**src/sv/bdtw_pkg.sv**
```systemverilog
// Shared constants, types and cost arithmetic for the banded DTW distance block.
package bdtw_pkg;

  localparam int MAX_LEN     = 1024;
  localparam int SAMPLE_BITS = 16;
  localparam int COST_W      = 48;
  localparam int BAND_W      = 11;
  localparam int ROW_W       = 16;
  localparam int CNT_W       = $clog2(MAX_LEN + 1);
  localparam int REF_AW      = $clog2(MAX_LEN);
  localparam int DIFF_W      = SAMPLE_BITS + 1;
  localparam int SQ_W        = 2 * SAMPLE_BITS;

  localparam logic [COST_W-1:0] COST_INF = {COST_W{1'b1}};
  localparam logic [ROW_W-1:0]  ROW_MAX  = {ROW_W{1'b1}};

  typedef enum logic {
    KIND_REF   = 1'b0,
    KIND_QUERY = 1'b1
  } kind_e;

  typedef enum logic {
    REG_BAND   = 1'b0,
    REG_THRESH = 1'b1
  } cfg_reg_e;

  typedef enum logic [2:0] {
    ST_IDLE,
    ST_SETUP,
    ST_SPAN,
    ST_STREAM,
    ST_DRAIN,
    ST_ROW_DONE,
    ST_FIN_RD,
    ST_FIN
  } state_e;

  // one read slot of the row sweep; pre is the leading read of the diagonal
  typedef struct packed {
    logic             vld;
    logic             pre;
    logic [CNT_W-1:0] k;
  } issue_t;

  // which cost entries of the previous row are live; all others are infinity
  typedef struct packed {
    logic             prev_init;
    logic             prev_empty;
    logic [CNT_W-1:0] lo;
    logic [CNT_W-1:0] hi;
  } row_t;

  typedef struct packed {
    logic              we;
    logic [CNT_W-1:0]  addr;
    logic [COST_W-1:0] data;
  } cost_wr_t;

  function automatic logic [COST_W-1:0] sat_add(input logic [COST_W-1:0] a,
                                                 input logic [COST_W-1:0] b);
    logic [COST_W:0] s;
    s = {1'b0, a} + {1'b0, b};
    if (a == COST_INF || b == COST_INF || s[COST_W]) begin
      return COST_INF;
    end
    return s[COST_W-1:0];
  endfunction

  function automatic logic [COST_W-1:0] min_cost(input logic [COST_W-1:0] a,
                                                  input logic [COST_W-1:0] b);
    return (a < b) ? a : b;
  endfunction

  // value of previous-row entry k given the raw memory word
  function automatic logic [COST_W-1:0] eff_cost(input logic [CNT_W-1:0]  k,
                                                  input logic [COST_W-1:0] data,
                                                  input row_t              prev);
    if (prev.prev_init) begin
      return (k == '0) ? '0 : COST_INF;
    end
    if (prev.prev_empty) begin
      return COST_INF;
    end
    if (k >= prev.lo && k <= prev.hi) begin
      return data;
    end
    return COST_INF;
  endfunction

endpackage

```
**src/sv/bdtw_cell_pipe.sv**
```systemverilog
// Cell pipeline: read data in, squared difference and three-way minimum, write back.
module bdtw_cell_pipe import bdtw_pkg::*; (
  input  logic                          clk_i,
  input  logic                          rst_ni,
  input  issue_t                        iss_i,
  input  row_t                          row_i,
  input  logic signed [SAMPLE_BITS-1:0] q_i,
  input  logic [COST_W-1:0]             cost_rdata_i,
  input  logic signed [SAMPLE_BITS-1:0] ref_rdata_i,
  output cost_wr_t                      cwr_o,
  output logic                          busy_o,
  output logic [COST_W-1:0]             rowmin_o
);

  // stage 1: aligned with memory read data
  issue_t             s1_q;
  logic [COST_W-1:0]  up_eff;
  logic [COST_W-1:0]  last_up_q;
  logic               first_q;
  // stage 2
  logic               s2_v_q, s2_first_q;
  logic [CNT_W-1:0]   s2_k_q;
  logic signed [DIFF_W-1:0] diff_q;
  logic [COST_W-1:0]  up_q, diag_q;
  // stage 3
  logic               s3_v_q, s3_first_q;
  logic [CNT_W-1:0]   s3_k_q;
  logic signed [2*DIFF_W-1:0] prod;
  logic [SQ_W-1:0]    sq_q;
  logic [COST_W-1:0]  m_q;
  // stage 4: left-neighbor recurrence
  logic               s4_v_q, s4_first_q;
  logic [CNT_W-1:0]   s4_k_q;
  logic [COST_W-1:0]  pu_q;
  logic [SQ_W-1:0]    sq4_q;
  logic [COST_W-1:0]  left, alt, cell_d, cell_q;
  // stage 5: row minimum
  logic               s5_v_q;
  logic [COST_W-1:0]  rowmin_q;
  logic signed [DIFF_W-1:0] diff_d;

  assign up_eff = eff_cost(s1_q.k, cost_rdata_i, row_i);
  assign diff_d = $signed({q_i[SAMPLE_BITS-1], q_i})
                - $signed({ref_rdata_i[SAMPLE_BITS-1], ref_rdata_i});
  assign prod   = diff_q * diff_q;

  assign left   = s4_first_q ? COST_INF : cell_q;
  assign alt    = sat_add(COST_W'(sq4_q), left);
  assign cell_d = min_cost(pu_q, alt);

  always_ff @(posedge clk_i or negedge rst_ni) begin
    if (!rst_ni) begin
      s1_q     <= '0;
      s2_v_q   <= 1'b0;
      s3_v_q   <= 1'b0;
      s4_v_q   <= 1'b0;
      s5_v_q   <= 1'b0;
      first_q  <= 1'b0;
      rowmin_q <= COST_INF;
    end else begin
      s1_q   <= iss_i;
      s2_v_q <= s1_q.vld && !s1_q.pre;
      s3_v_q <= s2_v_q;
      s4_v_q <= s3_v_q;
      s5_v_q <= s4_v_q;
      if (s1_q.vld) begin
        first_q <= s1_q.pre;
      end
      if (s1_q.vld && s1_q.pre) begin
        rowmin_q <= COST_INF;
      end else if (s5_v_q) begin
        rowmin_q <= min_cost(rowmin_q, cell_q);
      end
    end
  end

  always_ff @(posedge clk_i) begin
    if (s1_q.vld) begin
      last_up_q <= up_eff;
    end
    s2_first_q <= first_q;
    s2_k_q     <= s1_q.k;
    diff_q     <= diff_d;
    up_q       <= up_eff;
    diag_q     <= last_up_q;

    s3_first_q <= s2_first_q;
    s3_k_q     <= s2_k_q;
    sq_q       <= prod[SQ_W-1:0];
    m_q        <= min_cost(up_q, diag_q);

    s4_first_q <= s3_first_q;
    s4_k_q     <= s3_k_q;
    pu_q       <= sat_add(COST_W'(sq_q), m_q);
    sq4_q      <= sq_q;

    if (s4_v_q) begin
      cell_q <= cell_d;
    end
  end

  assign cwr_o.we   = s4_v_q;
  assign cwr_o.addr = s4_k_q;
  assign cwr_o.data = cell_d;
  assign busy_o     = s1_q.vld || s2_v_q || s3_v_q || s4_v_q || s5_v_q;
  assign rowmin_o   = rowmin_q;

endmodule

```
**config.mk**
```make
export PLATFORM = sky130hd
export DESIGN_NAME = bdtw_cell_pipe
export DESIGN_NICKNAME = d
export VERILOG_FILES = /design/src/sv/bdtw_pkg.sv /design/src/sv/bdtw_cell_pipe.sv
export SDC_FILE = /design/constraint.sdc
export NUM_CORES = 2
export LEC_CHECK = 0
export ABC_AREA = 1
export BUFFER_PORTS_ARGS = -buffer_cell sky130_fd_sc_hd__buf_2
export CAP_MARGIN = 5
export CORE_MARGIN = 8
export CORE_UTILIZATION = 55
export CTS_CLUSTER_DIAMETER = 120
export CTS_CLUSTER_SIZE = 25
export DETAILED_ROUTE_END_ITERATION = 10
export GPL_TIMING_DRIVEN = 0
export HOLD_SLACK_MARGIN = 0.02
export PLACE_DENSITY = 0.82
export REMOVE_ABC_BUFFERS = 1
export SLEW_MARGIN = 20
export SYNTH_ARGS = -nofsm -noshare
export SYNTH_HDL_FRONTEND = slang
export SYNTH_SLANG_ARGS = --single-unit
```
**constraint.sdc**
```tcl
create_clock -name clk_i -period 10.21 [get_ports clk_i]
set_clock_uncertainty 0.1 [all_clocks]
set_input_delay 1.5315 -clock clk_i [delete_from_list [all_inputs] [get_ports clk_i]]
set_output_delay 1.5315 -clock clk_i [all_outputs]
set_load 0.01 [all_outputs]
```
### After elaboration in Yosys (flattened, before gate mapping)

Index checks and enable logic that the tools add are counted.

* add/sub/neg operators: 3
* $mul: 1
* divide/modulo/power cells: 0
* $lt $le $gt $ge: 5
* equality and inequality tests: 3
* shifts and indexed selects: 0
* muxes and demuxes: 25
* bitwise gates (word level): 0
* reduce and logical (&&, ||, !) cells: 13

Operator list (count)
* two-way mux 48 bit: 17
* < comparator 48 bit: 3
* adder 32 x 48 -> 49 bit: 2
* == test 48 bit, second input constant: 2
* multiplier 17 x 17 -> 32 bit: 1
* subtractor 16 x 16 -> 17 bit: 1
* >= comparator 11 bit: 1
* <= comparator 11 bit: 1
* zero test 11 bit: 1
* two-way mux 1 bit: 8
* logical OR 1 bit: 6
* logical AND 1 bit: 3
* != test 2 bit, second input constant: 1
* AND reduction 2 bit: 1
* nonzero test 2 bit: 1
* zero test 1 bit: 1

* register bits after elaboration: 471
* bits in latches: 0
* memory bits (writable): 0
* bits in read-only memories: 0
* input port bits: 119
* output and inout port bits: 109
* memories kept: 0

### Longest topological paths before layout

* depth in word-level cells: 8
* depth in mapped cells: 34
* mapped depth without buffers: 30

### Worst setup path before layout

No wires, ideal clock.

* path type: register -> register
* start point: register diff_q[2]
* end point: register sq_q[30]
* setup time: 0.072 ns
* data arrival time: 6.019 ns
* slack: 4.019 ns
* stages on the path, launching flop included: 24
* buffers on the path: 2
* clock period less this slack: 6.191 ns
* cell sequence: dfxtp_1 clkbuf_1 clkbuf_1 nand2_1 inv_1 fa_1 inv_1 fa_1 inv_1 fa_1 fa_1 fa_1 inv_1 fa_1 inv_1 ha_1 nand2_1 nor2_1 a2111oi_0 nand3_1 a21oi_1 nor2_1 nor2_1 xnor2_1

* word-level cells in the longest chain between the ends: 1

Ends and longest elaborated chain
* start, declared: line bdtw_cell_pipe.sv:23 `logic signed [DIFF_W-1:0] diff_q;`
* start signal, assigned: line bdtw_cell_pipe.sv:83 `diff_q <= diff_d;`
* multiplier 17 x 17 -> 32 bit: line bdtw_cell_pipe.sv:45 `assign prod = diff_q * diff_q;`
* named net prod[30]: line bdtw_cell_pipe.sv:28 `logic signed [2*DIFF_W-1:0] prod;`
* end signal, assigned: line bdtw_cell_pipe.sv:89 `sq_q <= prod[SQ_W-1:0];`
* end, declared: line bdtw_cell_pipe.sv:29 `logic [SQ_W-1:0] sq_q;`

The timed path passes the listed nets, and every way through them passes these cells.
A chain may end at the register's enable or synchronous reset.

==> results summary <==
The adder-cell share of the synthesized area came out at 28.1%. The number of inserted filler cells in the final layout came out at 5241. The CTS buffer count is 23. The fmax is 0.108 GHz. The routed wire length per instance came out at 16.0 µm. The number of optimization iterations in the first detailed-route pass came out at 8. The main combinational cell family by area after synthesis is adder cells.

The xor-xnor portion of the synthesized cell area is 2.86%. The total length of routed met2 wires came out at 36800 µm. In this run, post-CTS hold repair placed 0 buffers. The fraction of final layout cells with drive strength greater than 1 came out at 8.96%.

Input and output buffers added on the ports amount to 227. For the pin with the worst max-slew slack, the measured transition is 988 ps. TritonCTS built the clock tree. The final critical path time including I/O delays and setup came out at 9300 ps. The synthesized instance count came out at 3955. The required time of the critical path is 8580 ps.

The number of buffers on the longest clock path came out at 3. The type of the worst setup path is register to primary output. The post-detailed-route count of antenna-violating nets is 0. The total overflow reported by the global router is 0. Detailed placement ended at an HPWL of 65000 µm. After the last flow step, the layout net total stands at 4819.

Wire segments on met3 add up to 4320 µm in the final route. The library cell used most frequently in the layout, excluding fill and tap cells, is sky130_fd_sc_hd__nand2_1. 0 antenna diodes ended up in the layout. The total number of clock tree sinks came out at 469. The vias per cell is 5.24. The area of the multi-input gates is 18900 µm². The horizontal extent of the die came out at 261 µm.

The path class of the tightest hold or removal check is register to register. The final hold violation count was 0. The violation count after the first detailed-routing iteration is 1830.

The worst flop-to-flop path endpoint is sq_q[30]$_DFF_P_. The reg-to-reg critical path startpoint is diff_q[16]$_DFF_P_. In this run the number of H-tree levels came out at 1. The area growth from synthesis to layout is 8.11%. In this run, synthesis inferred 96 flip-flops with an integrated enable. The highest cell delay on the worst timing path is 810 ps. For this block, the via count after detailed routing is 25700. The most critical setup path has its startpoint at s4_first_q$_DFF_P_. The tool flagged a number of max-cap violations equal to 0. In this run the number of cells on the critical path is 28. The cell that appears most often on the critical path is sky130_fd_sc_hd__nand2_1.

The sequential cells in the finished layout cover a total of 10700 µm². The highest net fanout along the worst path is 49. By area the synthesized netlist is led by sky130_fd_sc_hd__dfxtp_1 (19%), sky130_fd_sc_hd__fa_1 (16%), sky130_fd_sc_hd__ha_1 (13%). The effective utilization at floorplan came out at 55.2%. The slowest stage of the critical path belongs to the cell sky130_fd_sc_hd__dfxtp_2. The row count is 90. The post-CTS setup buffer count came out at 0. The latest clock arrival within the worst-skew pair came out at 580 ps. Grouping stages by cell kind, the critical path spends the most delay in simple AND/OR/NAND/NOR gates. In the synthesized netlist the dominant register cell turns out to be sky130_fd_sc_hd__dfxtp_1. The count of state elements after synthesis came out at 469.

Setup repair after global routing left no endpoint under its margin. Averaged over all synthesized cells, the footprint is 8.37 µm². Routability-driven placement finished with a final weighted congestion of 0.977. In the final routing, the length of wire on met1 measures 34300 µm. For the worst setup path, the data arrival time is 7670 ps.

The first global-routing pass estimated 128000 µm of wire. The flow ran to the end, and the final reports show no timing, DRC or antenna violations. The combined global-route utilization of all metal layers came out at 23.0%. The number of cells in the finished layout apart from fillers came out at 4910.

The post-synthesis cell area came out at 33100 µm². The number of antenna violations at the first check in global routing came out at 0. The maximum number of pins on one net before global-route repair came out at 74. Following the worst setup path forward leads to its endpoint at cwr_o[27]. The critical path contains buffers and inverters numbering 5 combined. The clock-pin slew of the registers on the worst-case setup and hold paths came out at 100 ps. Summed over all layers, the routed wires come to 78500 µm. The count of yosys warnings during synthesis is 0. The critical path startpoint category is a register. Setup slack on the worst reg-to-reg path comes out at 2440 ps. The largest total area in the synthesized netlist belongs to sky130_fd_sc_hd__dfxtp_1.

The die outline area is 68300 µm². In the layout the commonest cells are sky130_fd_sc_hd__nand2_1 (804), sky130_fd_sc_hd__inv_1 (786), sky130_fd_sc_hd__ha_1 (331). The tree is rooted in a sky130_fd_sc_hd__clkbuf_16. Summing the areas of all and, or, nand and nor instances in the mapped netlist gives 17.4% of the synthesized area. The worst setup path is captured at a primary output. The count of different cell masters after synthesis is 55.

The vertical extent of the die came out at 261 µm. The depth of the worst register-to-register path is 20. After layout, the worst path uses 91.1% of the clock period.

The cell area reported after detailed placement is 35100 µm². The number of failing setup endpoints in the final timing report is 0. The max-slew violation count came out at 0. After detailed placement, the design holds a cell count of 4868. The tightest slew margin relative to the limit is 34.1%.

The compound-gate portion of the synthesized area is 8.69%. Measured against the total synthesized area, the mux share comes to 0%. The sequential element share of the synthesized area came out at 32.5%.

The via count of the first global-routing pass came to 26300. The highest metal layer carrying signal wires in the routed design is met4. Pin placement for this block handled 228 I/O pins.

The cell area after layout came out at 35800 µm². The async set or reset register ratio after synthesis is 14.1%. The number of remaining DRC errors is 0. The core area is 59900 µm². The area share of the largest cell type after synthesis is 18.6%.
registers in the layout, indices dropped and copies added (netlist names), 11 cells and up:
signal,flops
cell_q,48
sq4_q,31
last_up_q,48
s4_k_q,11
up_q,48
sq_q,31
rowmin_o,48
s1_q,13
pu_q,48
s3_k_q,11
s2_k_q,11
diag_q,48
m_q,48
diff_q,17
worst reg2reg max path: cells and delay by family, from the launching register on:
family,cells,cell delay (ps)
buf+inv,4,810
flops,1,980
fa+ha+maj,7,3500
simple gates,4,930
xor+xnor,1,260
compound gates,4,1030
per-layer routing:
metal,track usage [%],up-vias
met4,8.08,0
met3,2.02,167
met1,30.5,12000
met5,0,-
li1,-,12800
met2,39.4,721
what timing repair did:
| item | 4_1_cts | 5_1_grt |
|---|---|---|
| gates resized for setup | 1 | 2 |
| setup endpoints to repair | 35 | 48 |
| cloned | 1 | 0 |
| hold endpoints to repair | 0 | 0 |
worst min path at each step:
| stage | startpoint | end | slack, ps | cells past startpoint |
|---|---|---|---|---|
| 6_report | s3_k_q[0]$_DFF_P_ | s4_k_q[0]$_DFF_P_ | 230 | 0 |
| 3_3_place_gp | s2_k_q[8]$_DFF_P_ | s3_k_q[8]$_DFF_P_ | 210 | 0 |
| 5_1_grt | s3_k_q[0]$_DFF_P_ | s4_k_q[0]$_DFF_P_ | 240 | 0 |
| 3_5_place_dp | s3_k_q[0]$_DFF_P_ | s4_k_q[0]$_DFF_P_ | 210 | 0 |
| 4_1_cts | s3_k_q[0]$_DFF_P_ | s4_k_q[0]$_DFF_P_ | 220 | 0 |
| 2_1_floorplan | s2_first_q$_DFF_P_ | s3_first_q$_DFF_P_ | 210 | 0 |
cell usage after synthesis, drive strengths merged (10+ instances only):
library cell	n
a211oi	12
a21oi	216
a31oi	20
buf	27
clkbuf	91
dfrtp	18
dfstp	48
dfxtp	307
edfxtp	96
fa	257
ha	331
inv	789
nand2	810
nand3	199
nand3b	10
nand4	30
nor2	212
nor3	84
nor4	15
o211ai	57
o21a	14
o21ai	134
or2	20
xnor2	40
xor2	68
final cells by class:
type | instances | area share [%]
Clock inverter | 4 | 0.119
Timing Repair inverter | 1 | 0.0140
Clock buffer | 37 | 1.78
Timing Repair Buffer | 249 | 4.04
Sequential cell | 469 | 30.0
Inverter | 790 | 8.30
Tap cell | 782 | 2.74
Multi-Input combinational cell | 2578 | 53.0
metrics by stage:
stage	utilization (%)	TNS [ps]	hold WS (ps)	setup WS (ps)
floorplan	-	-8540	210	-178
global placement	57.9	-368960	210	-4630
detailed placement	58.5	0	212	532
CTS	59.7	0	222	36.8
global route	59.7	0	237	300
finish	59.7	0	226	909
logic make-up (layout without fill, tap and decap cells):
family / after synthesis / after routing
adders and majority gates: 588 / 588
and+or+nand+nor: 1384 / 1384
AOI/OAI and AO/OA: 498 / 498
buffers and inverters: 908 / 1081
xor gates and xnor gates: 108 / 108
DFF: 469 / 469
Power is not shown: default switching activity piles up to over one toggle a cycle in this logic, so the estimate is an artifact.
